--- config.mk ---
export PLATFORM = sky130hd
export DESIGN_NAME = x86_16_instruction_decoder_top
export DESIGN_NICKNAME = d
export VERILOG_FILES = /design/src/rtl/x86d_pkg.sv /design/src/rtl/x86d_decode.sv /design/src/rtl/x86_16_instruction_decoder_top.sv
export VERILOG_INCLUDE_DIRS = /design/src /design/src/rtl
export SDC_FILE = /design/constraint.sdc
export NUM_CORES = 1
export LEC_CHECK = 0
export ABC_AREA = 0
export ABC_CLOCK_PERIOD_IN_PS = 14150
export BUFFER_PORTS_ARGS = -buffer_cell sky130_fd_sc_hd__buf_2
export CORE_MARGIN = 1.5
export CORE_UTILIZATION = 60
export DETAILED_ROUTE_END_ITERATION = 6
export PLACE_DENSITY = 0.86
export SLEW_MARGIN = 20
export SYNTH_ARGS = -nofsm -noshare
export SYNTH_HDL_FRONTEND = slang
export SYNTH_SLANG_ARGS = --single-unit
--- constraint.sdc ---
create_clock -name clk -period 14.15 [get_ports clk]
set_input_delay 2.83 -clock clk [delete_from_list [all_inputs] [get_ports clk]]
set_output_delay 2.83 -clock clk [all_outputs]
set_load 0.01 [all_outputs]
--- src/rtl/x86_16_instruction_decoder_top_macros.svh ---
// Assertion macros used by the decoder top level
`ifndef X86_16_INSTRUCTION_DECODER_TOP_MACROS_SVH
`define X86_16_INSTRUCTION_DECODER_TOP_MACROS_SVH

// same-cycle implication, checked at every clock edge out of reset
`define X86D_ASSERT_IMP(lbl, ante, cons) \
  lbl: assert property (@(posedge clk) disable iff (!rst_n) (ante) |-> (cons)) \
    else $error("decoder same-cycle check failed");

// next-cycle implication, checked at every clock edge out of reset
`define X86D_ASSERT_NXT(lbl, ante, cons) \
  lbl: assert property (@(posedge clk) disable iff (!rst_n) (ante) |=> (cons)) \
    else $error("decoder next-cycle check failed");

`endif

--- src/rtl/x86d_pkg.sv ---
// Shared types and opcode constants for the 16-bit x86 instruction decoder
package x86d_pkg;

  typedef enum logic [2:0] {
    FORM_RMR  = 3'd0,
    FORM_IRM  = 3'd1,
    FORM_IREG = 3'd2,
    FORM_MACC = 3'd3,
    FORM_AMEM = 3'd4,
    FORM_IACC = 3'd5,
    FORM_JMP  = 3'd6,
    FORM_BAD  = 3'd7
  } form_t;

  typedef enum logic [2:0] {
    KIND_MOV = 3'd0,
    KIND_ADD = 3'd1,
    KIND_SUB = 3'd2,
    KIND_CMP = 3'd3,
    KIND_JMP = 3'd4
  } kind_t;

  localparam logic [7:0] MASK_NIB   = 8'hF0;
  localparam logic [7:0] MASK_OP6   = 8'hFC;
  localparam logic [7:0] MASK_OP7   = 8'hFE;
  localparam logic [7:0] OP_MOV_IR  = 8'hB0;
  localparam logic [7:0] OP_MOV_RM  = 8'h88;
  localparam logic [7:0] OP_MOV_IM  = 8'hC6;
  localparam logic [7:0] OP_MOV_MA  = 8'hA0;
  localparam logic [7:0] OP_MOV_AM  = 8'hA2;
  localparam logic [7:0] OP_GRP     = 8'h80;
  localparam logic [7:0] OP_ADD_RM  = 8'h00;
  localparam logic [7:0] OP_SUB_RM  = 8'h28;
  localparam logic [7:0] OP_CMP_RM  = 8'h38;
  localparam logic [7:0] OP_ADD_IA  = 8'h04;
  localparam logic [7:0] OP_SUB_IA  = 8'h2C;
  localparam logic [7:0] OP_CMP_IA  = 8'h3C;
  localparam logic [7:0] OP_JCC     = 8'h70;
  localparam logic [7:0] OP_LOOP    = 8'hE0;

  localparam logic [2:0] GRP_ADD = 3'd0;
  localparam logic [2:0] GRP_SUB = 3'd5;
  localparam logic [2:0] GRP_CMP = 3'd7;

  typedef struct packed {
    logic [2:0] held;
    logic [2:0] needed;
    logic [7:0] op;
    logic [7:0] mrm;
    logic [7:0] dl;
    logic [7:0] dh;
    logic [7:0] il;
  } st_t;

  typedef struct packed {
    logic [2:0]        op_kind;
    logic [2:0]        form;
    logic [4:0]        cond_code;
    logic              wide;
    logic              to_reg;
    logic [1:0]        mode;
    logic [2:0]        reg_field;
    logic [2:0]        rm_field;
    logic signed [15:0] displacement;
    logic signed [15:0] immediate;
    logic [2:0]        length;
    logic              error;
  } rec_t;

endpackage

--- src/rtl/x86d_decode.sv ---
// Per-byte decode step: next collection state and the decoded record
module x86d_decode (
  input  x86d_pkg::st_t  st,
  input  logic [7:0]     code_byte,
  output x86d_pkg::st_t  st_nxt,
  output logic           emit,
  output x86d_pkg::rec_t rec
);

  logic [2:0]      idx;
  logic [7:0]      op;
  logic [7:0]      mrm;
  x86d_pkg::form_t form;
  x86d_pkg::kind_t kind;
  logic [1:0]      d;
  logic            grp;
  logic            iw;
  logic [2:0]      g;
  logic            grp_ok;
  logic [2:0]      p;
  logic [2:0]      q;
  logic            is_dl;
  logic            is_dh;
  logic            is_il;
  logic [7:0]      dl;
  logic [7:0]      dh;
  logic [7:0]      il;
  logic [2:0]      n01;
  logic [2:0]      need1;
  logic [2:0]      need_cur;
  logic [2:0]      held1;
  logic [15:0]     imm_n;
  logic [15:0]     imm_w;

  assign idx = st.held;
  assign op  = (idx == 3'd0) ? code_byte : st.op;
  assign mrm = (idx == 3'd1) ? code_byte : st.mrm;
  assign grp = ((op & x86d_pkg::MASK_OP6) == x86d_pkg::OP_GRP);
  assign iw  = op[0] && !(grp && op[1]);
  assign g   = mrm[5:3];
  assign grp_ok = (g == x86d_pkg::GRP_ADD) || (g == x86d_pkg::GRP_SUB) ||
                  (g == x86d_pkg::GRP_CMP);
  assign held1 = idx + 3'd1;

  always_comb begin
    form = x86d_pkg::FORM_BAD;
    kind = x86d_pkg::KIND_MOV;
    if ((op & x86d_pkg::MASK_NIB) == x86d_pkg::OP_MOV_IR) begin
      form = x86d_pkg::FORM_IREG;
    end else if ((op & x86d_pkg::MASK_OP6) == x86d_pkg::OP_MOV_RM) begin
      form = x86d_pkg::FORM_RMR;
    end else if ((op & x86d_pkg::MASK_OP7) == x86d_pkg::OP_MOV_IM) begin
      form = x86d_pkg::FORM_IRM;
    end else if ((op & x86d_pkg::MASK_OP7) == x86d_pkg::OP_MOV_MA) begin
      form = x86d_pkg::FORM_MACC;
    end else if ((op & x86d_pkg::MASK_OP7) == x86d_pkg::OP_MOV_AM) begin
      form = x86d_pkg::FORM_AMEM;
    end else if (grp) begin
      form = x86d_pkg::FORM_IRM;
      if (g == x86d_pkg::GRP_SUB) begin
        kind = x86d_pkg::KIND_SUB;
      end else if (g == x86d_pkg::GRP_CMP) begin
        kind = x86d_pkg::KIND_CMP;
      end else begin
        kind = x86d_pkg::KIND_ADD;
      end
    end else if ((op & x86d_pkg::MASK_OP6) == x86d_pkg::OP_ADD_RM) begin
      form = x86d_pkg::FORM_RMR;
      kind = x86d_pkg::KIND_ADD;
    end else if ((op & x86d_pkg::MASK_OP6) == x86d_pkg::OP_SUB_RM) begin
      form = x86d_pkg::FORM_RMR;
      kind = x86d_pkg::KIND_SUB;
    end else if ((op & x86d_pkg::MASK_OP6) == x86d_pkg::OP_CMP_RM) begin
      form = x86d_pkg::FORM_RMR;
      kind = x86d_pkg::KIND_CMP;
    end else if ((op & x86d_pkg::MASK_OP7) == x86d_pkg::OP_ADD_IA) begin
      form = x86d_pkg::FORM_IACC;
      kind = x86d_pkg::KIND_ADD;
    end else if ((op & x86d_pkg::MASK_OP7) == x86d_pkg::OP_SUB_IA) begin
      form = x86d_pkg::FORM_IACC;
      kind = x86d_pkg::KIND_SUB;
    end else if ((op & x86d_pkg::MASK_OP7) == x86d_pkg::OP_CMP_IA) begin
      form = x86d_pkg::FORM_IACC;
      kind = x86d_pkg::KIND_CMP;
    end else if (((op & x86d_pkg::MASK_NIB) == x86d_pkg::OP_JCC) ||
                 ((op & x86d_pkg::MASK_OP6) == x86d_pkg::OP_LOOP)) begin
      form = x86d_pkg::FORM_JMP;
      kind = x86d_pkg::KIND_JMP;
    end
  end

  always_comb begin
    case (mrm[7:6])
      2'd0:    d = (mrm[2:0] == 3'd6) ? 2'd2 : 2'd0;
      2'd1:    d = 2'd1;
      2'd2:    d = 2'd2;
      default: d = 2'd0;
    endcase
  end

  assign p   = idx - 3'd2;
  assign q   = p - {1'b0, d};
  assign n01 = 3'd2 + {1'b0, d} +
               ((form == x86d_pkg::FORM_IRM) ? (iw ? 3'd2 : 3'd1) : 3'd0);

  // classify the current byte's role
  always_comb begin
    is_dl = 1'b0;
    is_dh = 1'b0;
    is_il = 1'b0;
    case (form)
      x86d_pkg::FORM_RMR, x86d_pkg::FORM_IRM: begin
        if (idx >= 3'd2) begin
          if (p < {1'b0, d}) begin
            is_dl = (p == 3'd0);
            is_dh = (p == 3'd1);
          end else begin
            is_il = (q == 3'd0);
          end
        end
      end
      x86d_pkg::FORM_IREG, x86d_pkg::FORM_IACC: begin
        is_il = (idx == 3'd1);
      end
      x86d_pkg::FORM_MACC, x86d_pkg::FORM_AMEM: begin
        is_dl = (idx == 3'd1);
        is_dh = (idx == 3'd2);
      end
      x86d_pkg::FORM_JMP: begin
        is_dl = (idx == 3'd1);
      end
      default: begin
        is_dl = 1'b0;
      end
    endcase
  end

  assign dl = is_dl ? code_byte : st.dl;
  assign dh = is_dh ? code_byte : st.dh;
  assign il = is_il ? code_byte : st.il;

  always_comb begin
    case (form)
      x86d_pkg::FORM_MACC, x86d_pkg::FORM_AMEM: need1 = 3'd3;
      x86d_pkg::FORM_IREG:                      need1 = op[3] ? 3'd3 : 3'd2;
      x86d_pkg::FORM_IACC:                      need1 = op[0] ? 3'd3 : 3'd2;
      default:                                  need1 = 3'd2;
    endcase
  end

  assign need_cur = ((idx == 3'd1) && ((form == x86d_pkg::FORM_RMR) ||
                    (form == x86d_pkg::FORM_IRM))) ? n01 : st.needed;

  assign imm_n = {{8{il[7]}}, il};
  assign imm_w = {code_byte, il};

  always_comb begin
    st_nxt        = st;
    st_nxt.held   = held1;
    st_nxt.op     = op;
    st_nxt.mrm    = mrm;
    st_nxt.dl     = dl;
    st_nxt.dh     = dh;
    st_nxt.il     = il;
    emit          = 1'b0;
    rec           = '0;
    rec.op_kind   = kind;
    rec.form      = form;
    rec.length    = need_cur;
    case (form)
      x86d_pkg::FORM_RMR, x86d_pkg::FORM_IRM: begin
        rec.wide      = op[0];
        rec.mode      = mrm[7:6];
        rec.reg_field = mrm[5:3];
        rec.rm_field  = mrm[2:0];
        if (d == 2'd1) begin
          rec.displacement = {{8{dl[7]}}, dl};
        end else if (d == 2'd2) begin
          rec.displacement = {dh, dl};
        end
        if (form == x86d_pkg::FORM_RMR) begin
          rec.to_reg = op[1];
        end else begin
          rec.immediate = iw ? imm_w : imm_n;
        end
      end
      x86d_pkg::FORM_IREG: begin
        rec.wide      = op[3];
        rec.reg_field = op[2:0];
        rec.immediate = op[3] ? imm_w : imm_n;
      end
      x86d_pkg::FORM_MACC, x86d_pkg::FORM_AMEM: begin
        rec.wide         = op[0];
        rec.displacement = {dh, dl};
      end
      x86d_pkg::FORM_IACC: begin
        rec.wide      = op[0];
        rec.immediate = op[0] ? imm_w : imm_n;
      end
      x86d_pkg::FORM_JMP: begin
        rec.cond_code    = ((op & x86d_pkg::MASK_NIB) == x86d_pkg::OP_JCC) ?
                           {1'b0, op[3:0]} : {3'b100, op[1:0]};
        rec.displacement = {{8{dl[7]}}, dl};
      end
      default: begin
        rec.wide = 1'b0;
      end
    endcase

    if ((form == x86d_pkg::FORM_BAD) ||
        ((idx != 3'd0) && (form == x86d_pkg::FORM_IRM) && grp && !grp_ok)) begin
      emit          = 1'b1;
      rec           = '0;
      rec.length    = 3'd1;
      rec.error     = 1'b1;
      st_nxt.held   = 3'd0;
      st_nxt.needed = 3'd0;
    end else if (idx == 3'd0) begin
      st_nxt.needed = need1;
    end else begin
      st_nxt.needed = need_cur;
      if (held1 >= need_cur) begin
        emit          = 1'b1;
        st_nxt.held   = 3'd0;
        st_nxt.needed = 3'd0;
      end
    end
  end

endmodule

--- src/rtl/x86_16_instruction_decoder_top.sv ---
// Top level of the 16-bit x86 instruction decoder: byte register, state, result register
// Output: a record appears on the out_ ports once the instruction's last byte has
//   passed the input byte register and then the result register.
// Throughput: one code byte per cycle while the output is not stalled; the single decode step sets the pace.
// Reset: rst_n low clears the byte count, the needed length and both valid flags.
`include "x86_16_instruction_decoder_top_macros.svh"

module x86_16_instruction_decoder_top (
  input  logic               clk,
  input  logic               rst_n,
  input  logic               in_valid,
  output logic               in_stall,
  input  logic [7:0]         in_code_byte,
  output logic               out_valid,
  input  logic               out_stall,
  output logic [2:0]         out_op_kind,
  output logic [2:0]         out_form,
  output logic [4:0]         out_cond_code,
  output logic               out_wide,
  output logic               out_to_reg,
  output logic [1:0]         out_mode,
  output logic [2:0]         out_reg_field,
  output logic [2:0]         out_rm_field,
  output logic signed [15:0] out_displacement,
  output logic signed [15:0] out_immediate,
  output logic [2:0]         out_length,
  output logic               out_error
);

  logic           in_v_r;
  logic [7:0]     byte_r;
  x86d_pkg::st_t  st_r;
  x86d_pkg::st_t  st_nxt;
  logic           out_valid_r;
  x86d_pkg::rec_t rec_r;
  x86d_pkg::rec_t rec_nxt;
  logic           emit;
  logic           adv;
  logic           step;
  logic           accept_in;

  x86d_decode u_decode (
    .st        (st_r),
    .code_byte (byte_r),
    .st_nxt    (st_nxt),
    .emit      (emit),
    .rec       (rec_nxt)
  );

  assign adv       = !out_valid_r || !out_stall;
  assign step      = in_v_r && adv;
  assign in_stall  = in_v_r && !adv;
  assign accept_in = in_valid && !in_stall;

  always_ff @(posedge clk) begin
    if (!rst_n) begin
      in_v_r      <= 1'b0;
      out_valid_r <= 1'b0;
      st_r.held   <= 3'd0;
      st_r.needed <= 3'd0;
    end else begin
      if (accept_in) begin
        in_v_r <= 1'b1;
      end else if (step) begin
        in_v_r <= 1'b0;
      end
      if (adv) begin
        out_valid_r <= step && emit;
      end
      if (step) begin
        st_r <= st_nxt;
      end
    end
  end

  always_ff @(posedge clk) begin
    if (accept_in) begin
      byte_r <= in_code_byte;
    end
    if (step && emit) begin
      rec_r <= rec_nxt;
    end
  end

  assign out_valid        = out_valid_r;
  assign out_op_kind      = rec_r.op_kind;
  assign out_form         = rec_r.form;
  assign out_cond_code    = rec_r.cond_code;
  assign out_wide         = rec_r.wide;
  assign out_to_reg       = rec_r.to_reg;
  assign out_mode         = rec_r.mode;
  assign out_reg_field    = rec_r.reg_field;
  assign out_rm_field     = rec_r.rm_field;
  assign out_displacement = rec_r.displacement;
  assign out_immediate    = rec_r.immediate;
  assign out_length       = rec_r.length;
  assign out_error        = rec_r.error;

  `X86D_ASSERT_IMP(a_held_range, 1'b1, st_r.held < 3'd6)
  `X86D_ASSERT_IMP(a_err_len, out_valid_r && rec_r.error, rec_r.length == 3'd1)
  `X86D_ASSERT_IMP(a_ok_len, out_valid_r && !rec_r.error, rec_r.length >= 3'd2)
  `X86D_ASSERT_NXT(a_emit_clears, step && emit, st_r.held == 3'd0 && out_valid_r)

endmodule

==> flow_summary.ini, run 1 <==
[outcome]
status = finished, final reports clean

[setup_path]
arrival_ns = 6.61
path_class = flop to flop
required_ns = 14.31
endpoint_kind = flop
crit_fanout = 43
start_kind = flop

[timing]
period_needed_ns = 6.45
totalNegativeSetupSlack_ns = 0
tightest_slew_ns = 0.946
setup_viol = 0
rsz0062_at_grt = no
hold_viol_final = 0
max_freq_ghz = 0.155
relSlewSlack = 0.363
slew_viol_final = 0
finClkSkew_ns = 0.00990
fin_crit_sh = 0.456

[detailed_routing]
vias = 4673
drt-total-wl_um = 15400
ant_nets = 0
drcViolationCount = 0
detailedRoute.firstPassIterationCount = 6
drt_iter0_drc = 488
viasPerCell = 6.59
route.detailed.wl_per_inst_um = 21.7

[clocking]
ctsResizeCount = 0
cts_setup_buffers = 0
cts_hold_buf = 0
cts_root_buffer = clkbuf_8
cts-buffers-inserted = 17
cts_tree = yes
clockBufferDepth = 2
clk_latency_ns = 0.53
cts.sinks = 113
clk_pin_slew_ns = 0.06
htree_num_levels = 4

[global_route]
grt_pass1_vias = 4440
antenna_found_initial = 0
grt_pass1_wl_um = 23800
grt_start_max_net_pins = 44
grt_overflow = 0
grt.total_usage = 0.314

[final_layout]
diodes = 0
drive_gt1_frac = 0.229
top_register = st_r
area_growth_pct = 17.6
largest_register_ffs = 46
fill_cells = 650
final_nets = 592

[placed_design]
portBuffers = 70
hpwlAfterDp_um = 10400
globalplace.congestion = 0.983

[yosys]
synth_nets = 521
syn_area_um2 = 5830
synth_edf_count = 105
synthDistinctLibCells = 70
ys_async_sr_fraction = 0
synth-seq-cells = 113
ys.flop_type = edfxtp_1
yosysWarnings = 0
syn_avg_cell_area_um2 = 11.8
yosysSeqAreaShare = 0.568
syn_inst = 496

[floorplanning]
core_area_um2 = 9330
num_rows = 35
start_util = 0.625
die_height_um = 102
fp.dieW_um = 102
ios = 71
die_area_um2 = 10300

[pwr]
total_power_uw = 950
switchingPower_uw = 254
leakage_uw = 0.00266
p_int_uw = 697
seqPwrFrac = 0.423
pwr-share-comb = 0.128
pwr_density_cell_nw_per_um2 = 139
swShare = 0.267
pwr-share-clk = 0.449
peakVddDrop_uv = 107

[min_path]
holdCritPathClass = flop to flop

[job]
drv_cap = 0
logic make-up (layout without fill, tap and decap cells):
logic type / count (synthesis) / after routing / share of synthesized area
and+or+nand+nor: 136 / 136 / 0.121
AOI/OAI and AO/OA: 125 / 125 / 0.155
DFF: 113 / 113 / 0.568
buffers and inverters: 66 / 150 / 0.0481
muxes: 38 / 38 / 0.0704
adders and majority gates: 13 / 13 / 0.0292
xor gates and xnor gates: 5 / 5 / 0.00751
power by group through the flow:
stage / combinational [uW] / clock (uW) / sequential (uW)
after floorplan: 74.1 / 0 / 412
after global placement: 114 / 0 / 407
after detailed placement: 117 / 0 / 408
after CTS: 119 / 424 / 401
after global routing: 131 / 439 / 404
final: 122 / 427 / 402
stage by stage:
stage	worst slack (ns)	cell area [um^2]	hold WS, ns	std cells	utilization
final	7.70	6860	0.454	709	0.735
after global routing	7.22	6860	0.492	709	0.735
after CTS	7.82	6860	0.456	709	0.735
after detailed placement	7.85	6280	0.448	677	0.673
after global placement	8.06	6280	0.440	677	0.673
after floorplan	6.87	5830	0.424	496	-
path summary, 6_finish.rpt:
check	slack, ns	start	depth (start not counted)	to
setup reg to reg	7.70	st_r[44]	21	out_cond_code[0]
hold / removal	0.45	st_r[40]	2	st_r[40]
setup / recovery	7.70	st_r[44]	21	out_cond_code[0]
hold reg to reg	0.45	st_r[40]	2	st_r[40]
layout make-up:
cell class	instances	area, um^2	area share
multi-input cells	317	2250	0.328
flip-flops and latches	113	3310	0.483
clock inverters	14	163	0.0237
inverters	43	164	0.0239
repair buffers	75	388	0.0565
clock buffers	18	418	0.0609
well taps	129	161	0.0235
placed cells by master (no fill, tap or decap), types with 9 or more instances in the layout:
master and instances:
edfxtp_1 105, buf_2 70, inv_1 42, nand2_1 35, nor2_1 33, mux2i_1 23, o21ai_0 18, clkbuf_16 16
mux2_2 14, and2_1 13, o31ai_1 12, ha_1 12, a21oi_1 11, a221oi_1 11, a21boi_0 10, nor3_1 9
o22ai_1 9
routing by layer:
layer,part of all wire,vias to the layer above,GRT usage
li1,-,2051,-
met1,0.41,2272,0.421
met2,0.48,307,0.493
met3,0.082,43,0.0545
met4,0.030,0,0.162
met5,0,-,0
synthesized netlist by cell type (4+ instances only):
cell type,count,area [um^2]
edfxtp_1,105,3150
inv_1,42,158
nand2_1,35,131
nor2_1,33,124
mux2i_1,23,230
o21ai_0,18,90.1
mux2_2,14,158
and2_1,13,81.3
clkbuf_1,13,48.8
ha_1,12,150
o31ai_1,12,90.1
a21oi_1,11,55.1
a221oi_1,11,96.3
a21boi_0,10,75.1
a31oi_1,9,56.3
nor3_1,9,45.0
o22ai_1,9,56.3
dfxtp_1,8,160
nor2b_1,7,43.8
buf_2,6,30.0
and3_1,5,31.3
nand3_1,5,25.0
nand4_1,5,31.3
a211oi_1,4,30.0
a31o_2,4,35.0
nand2b_1,4,25.0
critical path: stages, from the launching register on:
cell	delay, ns
dfxtp_1	0.33
inv_1	0.20
ha_1	0.37
nor2b_4	0.50
mux2i_4	0.53
inv_4	0.06
or3_4	0.41
o22ai_1	0.31
o21ai_0	0.14
buf_4	0.21
nor2_1	0.19
nand2_1	0.09
ha_1	0.29
inv_1	0.04
ha_1	0.30
mux2i_1	0.28
ha_1	0.20
a21oi_1	0.15
nor3_1	0.21
a21oi_1	0.12
a31oi_4	0.57
buf_4	0.55
Note: power is estimated with default switching activity, not from simulation.
==> run 2, diff against run 1 <==
--- a/config.mk
+++ b/config.mk
@@ -7,12 +7,12 @@
 export NUM_CORES = 1
 export LEC_CHECK = 0
 export ABC_AREA = 0
-export ABC_CLOCK_PERIOD_IN_PS = 14150
+export ABC_CLOCK_PERIOD_IN_PS = 6100
 export BUFFER_PORTS_ARGS = -buffer_cell sky130_fd_sc_hd__buf_2
 export CORE_MARGIN = 1.5
-export CORE_UTILIZATION = 60
+export CORE_UTILIZATION = 58
 export DETAILED_ROUTE_END_ITERATION = 6
-export PLACE_DENSITY = 0.86
+export PLACE_DENSITY = 0.84
 export SLEW_MARGIN = 20
 export SYNTH_ARGS = -nofsm -noshare
 export SYNTH_HDL_FRONTEND = slang
==> constraint.sdc (replaced) <==
create_clock -name clk -period 6.1 [get_ports clk]
set_input_delay 1.22 -clock clk [delete_from_list [all_inputs] [get_ports clk]]
set_output_delay 1.22 -clock clk [all_outputs]
set_load 0.01 [all_outputs]
==> flow_summary.ini, run 2 (synthesis gave the netlist of run 1 again) <==
[clocking]
cts_hold_buf = 0
cts_tree = yes
cts-buffers-inserted = 17
clk_pin_slew_ns = 0.06
clockBufferDepth = 2
cts_root_buffer = clkbuf_8
cts.sinks = 113
htree_num_levels = 4
ctsResizeCount = 0
clk_latency_ns = 0.53
cts_setup_buffers = 0

[setup_path]
endpoint_kind = flop
crit_fanout = 57
r2r_cells = 20
arrival_ns = 6.10
start_kind = flop
path_class = flop to flop
required_ns = 6.34

[final_layout]
drive_gt1_frac = 0.230
top_register = st_r
largest_register_ffs = 46
layout_commonest_cell = edfxtp_1
area_growth_pct = 17.8
final_nets = 594
fill_cells = 703
final_cell_mix = 105 x edfxtp_1, 70 x buf_2, 42 x inv_1, 35 x nand2_1, 33 x nor2_1
diodes = 0

[global_route]
grt_overflow = 0
grt_pass1_vias = 4141
grt_pass1_wl_um = 22200
grt_util_met1 = 0.381
met3_usage = 0.0766
met2_usage = 0.445
grt.total_usage = 0.287
grt.busiest_layer = met2
grt_start_max_net_pins = 58
antenna_found_initial = 0

[floorplanning]
fp.dieW_um = 103
num_rows = 36
core_area_um2 = 9770
start_util = 0.597
ios = 71
die_area_um2 = 10700
die_height_um = 103

[timing]
tightest_slew_ns = 1.12
fin_crit_sh = 0.959
setup_slack_ns = 0.247
hold_viol_final = 0
rsz0062_at_grt = no
slew_viol_final = 0
totalNegativeSetupSlack_ns = 0
period_needed_ns = 5.85
max_freq_ghz = 0.171
setup_viol = 0
relSlewSlack = 0.250
finClkSkew_ns = 0.00935

[placed_design]
place_ws_ns = 0.509
portBuffers = 70
globalplace.congestion = 1.02
hpwlAfterDp_um = 9960

[pwr]
peakVddDrop_uv = 159
pwr_density_cell_nw_per_um2 = 312
leakage_uw = 0.00266

[detailed_routing]
viasPerCell = 6.40
route.detailed.wl_per_inst_um = 20.2
drt-total-wl_um = 14500
detailedRoute.firstPassIterationCount = 5
vias = 4577
drcViolationCount = 0
ant_nets = 0
drt_iter0_drc = 506

[min_path]
holdCritPathClass = flop to flop
hold_depth = 2

[outcome]
status = finished, final reports clean

[job]
drv_cap = 0
-- run 2: changes by cell type in the layout (fill, tap and decap cells not counted) --
cell / delta
buf_12: +1
buf_4: +1
bufinv_16: -1
clkbuf_1: +1
clkinv_2: -1
clkinv_4: +2
inv_6: -1
-- run 2: power by group --
group | switching, uW | internal [uW] | total [uW]
logic | 188 | 91.7 | 280
registers | 23.5 | 905 | 928
clock network | 356 | 580 | 936
-- run 2: worst paths after layout --
path	start	slack (ns)	end
max reg2reg	st_r[44]	0.25	out_cond_code[3]
min	st_r[40]	0.46	st_r[40]
min reg2reg	st_r[40]	0.46	st_r[40]
max	st_r[44]	0.25	out_cond_code[3]
-- run 2: metal layers --
layer  part of all wire  wire length [um]
met4              0.036               518
met2               0.46              6720
met5                  0                 0
met3              0.096              1390
met1               0.40              5830
-- run 2: per-stage QoR --
stage | util | total power (uW) | hold slack [ns] | std cells | area, um^2
finish | 0.703 | 2140 | 0.461 | 715 | 6870
detailed placement | 0.646 | 1210 | 0.450 | 683 | 6310
global route | 0.703 | 2210 | 0.497 | 715 | 6870
global placement | 0.646 | 1210 | 0.452 | 683 | 6310
floorplan | - | 1130 | 0.424 | 496 | 5850
CTS | 0.703 | 2140 | 0.459 | 715 | 6870
-- run 2: layout make-up --
class	count	area [um^2]	area share
Multi-Input combinational cell	317	2250	0.328
Sequential cell	113	3310	0.482
Timing Repair Buffer	77	415	0.0605
Clock inverter	13	136	0.0199
Clock buffer	19	422	0.0614
Inverter	43	164	0.0239
Tap cell	133	166	0.0242
-- run 2: critical path: stages, from the launching register on --
cell and delay [ns]:
dfxtp_1 0.34, inv_1 0.17, ha_1 0.35, nor2b_4 0.49
mux2i_4 0.51, inv_4 0.06, or3_4 0.41, o22ai_1 0.30
o21ai_0 0.20, nor2_1 0.22, nand2_1 0.09, ha_1 0.29
inv_1 0.04, ha_1 0.28, mux2i_1 0.33, ha_1 0.31
a21oi_1 0.36, nor3_1 0.11, a21oi_1 0.30, a31oi_4 0.13
buf_12 0.21
==> run 3, diff against run 2 <==
==> constraint.sdc (replaced) <==
create_clock -name clk -period 6.1 [get_ports clk]
set_input_delay 0 -clock clk [delete_from_list [all_inputs] [get_ports clk]]
set_output_delay 0 -clock clk [all_outputs]
set_load 0.01 [all_outputs]
==> flow_summary.ini, run 3 (synthesis gave the netlist of run 1 again) <==
[outcome]
status = finished, final reports clean

[detailed_routing]
drcViolationCount = 0
ant_nets = 0
route.detailed.wl_per_inst_um = 20.2
viasPerCell = 6.37
drt-total-wl_um = 14700
drt_iter0_drc = 479
detailedRoute.firstPassIterationCount = 6
vias = 4631

[timing]
relSlewSlack = 0.261
rsz0062_at_grt = no
tightest_slew_ns = 1.10
slew_viol_final = 0
period_needed_ns = 5.89
hold_viol_final = 0
fin_crit_sh = 0.966
setup_slack_ns = 0.209
max_freq_ghz = 0.170
setup_viol = 0
totalNegativeSetupSlack_ns = 0
finClkSkew_ns = 0.00843

[floorplanning]
die_area_um2 = 10700
core_area_um2 = 9770
fp.dieW_um = 103
ios = 71
die_height_um = 103
num_rows = 36
start_util = 0.597

[clocking]
clk_latency_ns = 0.53
clockBufferDepth = 2
htree_num_levels = 4
cts_tree = yes
cts-buffers-inserted = 17
ctsResizeCount = 0
cts_setup_buffers = 0
cts.sinks = 113
cts_root_buffer = clkbuf_8
clk_pin_slew_ns = 0.06

[setup_path]
r2r-end = out_op_kind[1]
required_ns = 6.35
reg2reg_slack_ns = 0.21
path_class = flop to flop
crit_end = out_op_kind[1]
arrival_ns = 6.14
reg2reg_from = st_r[44]
startpoint = st_r[44]
r2r_cells = 20
start_kind = flop
endpoint_kind = flop
crit_fanout = 57

[pwr]
leakage_uw = 0.00271
pwr_density_cell_nw_per_um2 = 308
peakVddDrop_uv = 160
pwr-share-comb = 0.133
pwr-share-clk = 0.436
switchingPower_uw = 572
seqPwrFrac = 0.431
swShare = 0.266
p_int_uw = 1580

[global_route]
grt.total_usage = 0.289
grt_start_max_net_pins = 58
antenna_found_initial = 0
grt_overflow = 0
grt_pass1_wl_um = 22400
grt_pass1_vias = 4225

[final_layout]
diodes = 0
drive_gt1_frac = 0.226
largest_register_ffs = 46
final_nets = 606
layout_commonest_cell = edfxtp_1
area_growth_pct = 19.9
fill_cells = 693
multi_input_area_um2 = 2250
top_register = st_r
regArea_um2 = 3310
final_cell_mix = 105 x edfxtp_1, 70 x buf_2, 42 x inv_1, 35 x nand2_1, 33 x nor2_1

[placed_design]
globalplace.congestion = 1.02
place_ws_ns = 0.509
hpwlAfterDp_um = 9960
portBuffers = 70

[job]
drv_cap = 0

[min_path]
holdCritPathClass = primary input to flop
run 3: power by group through the flow:
stage / sequential [uW] / combinational (uW) / clock [uW]
after floorplan: 951 / 174 / 0
after global placement: 942 / 267 / 0
after detailed placement: 943 / 272 / 0
after CTS: 928 / 280 / 936
after global routing: 933 / 311 / 972
final: 928 / 287 / 938
run 3: timing repair:
action | 4_1_cts | 5_1_grt
endpoints found under the setup margin | 0 | 0
hold buffers | 12 | 0
hold endpoints to repair | 16 | 0
run 3: stage by stage:
stage	util	total power [uW]	hold slack (ns)	instances	area (um^2)
after floorplan	-	1130	0.0989	496	5850
after global placement	0.646	1210	0.176	683	6310
after detailed placement	0.646	1210	0.178	683	6310
after CTS	0.715	2140	0.168	727	6990
after global routing	0.715	2220	0.167	727	6990
final	0.715	2150	0.181	727	6990
run 3: metal layers:
layer	vias to the layer above	track usage	routed length, um
li1	2068	-	-
met5	-	0	0
met2	308	0.452	7000
met3	46	0.0773	1240
met4	0	0.129	399
met1	2209	0.379	6010
run 3: layout make-up:
class | count | area share
inverters | 43 | 0.0234
clock buffers | 19 | 0.0603
multi-input cells | 317 | 0.322
repair buffers | 89 | 0.0766
clock inverters | 13 | 0.0195
flip-flops and latches | 113 | 0.474
well taps | 133 | 0.0238
run 3: worst max-delay path, stage by stage, from the launching register on:
cell     delay, ns
dfxtp_1       0.34
inv_1         0.17
ha_1          0.36
nor2b_4       0.50
mux2i_4       0.52
inv_4         0.06
or3_4         0.41
o22ai_1       0.31
o21ai_0       0.19
nor2_1        0.22
nand2_1       0.10
ha_1          0.29
inv_1         0.04
ha_1          0.28
mux2i_1       0.33
ha_1          0.31
a21oi_1       0.36
nor3_1        0.11
a21oi_1       0.31
a31oi_4       0.14
buf_12        0.21
run 3: worst min-delay path by stage:
| stage | startpoint | end | slack [ns] | depth (start not counted) |
|---|---|---|---|---|
| after floorplan | in_code_byte[0] | byte_r[0] | 0.1 | 0 |
| after global placement | in_code_byte[4] | byte_r[4] | 0.18 | 1 |
| after detailed placement | in_code_byte[2] | byte_r[2] | 0.18 | 1 |
| after CTS | in_code_byte[4] | byte_r[4] | 0.17 | 2 |
| after global routing | in_code_byte[2] | byte_r[2] | 0.17 | 2 |
| final | in_code_byte[7] | byte_r[7] | 0.18 | 2 |
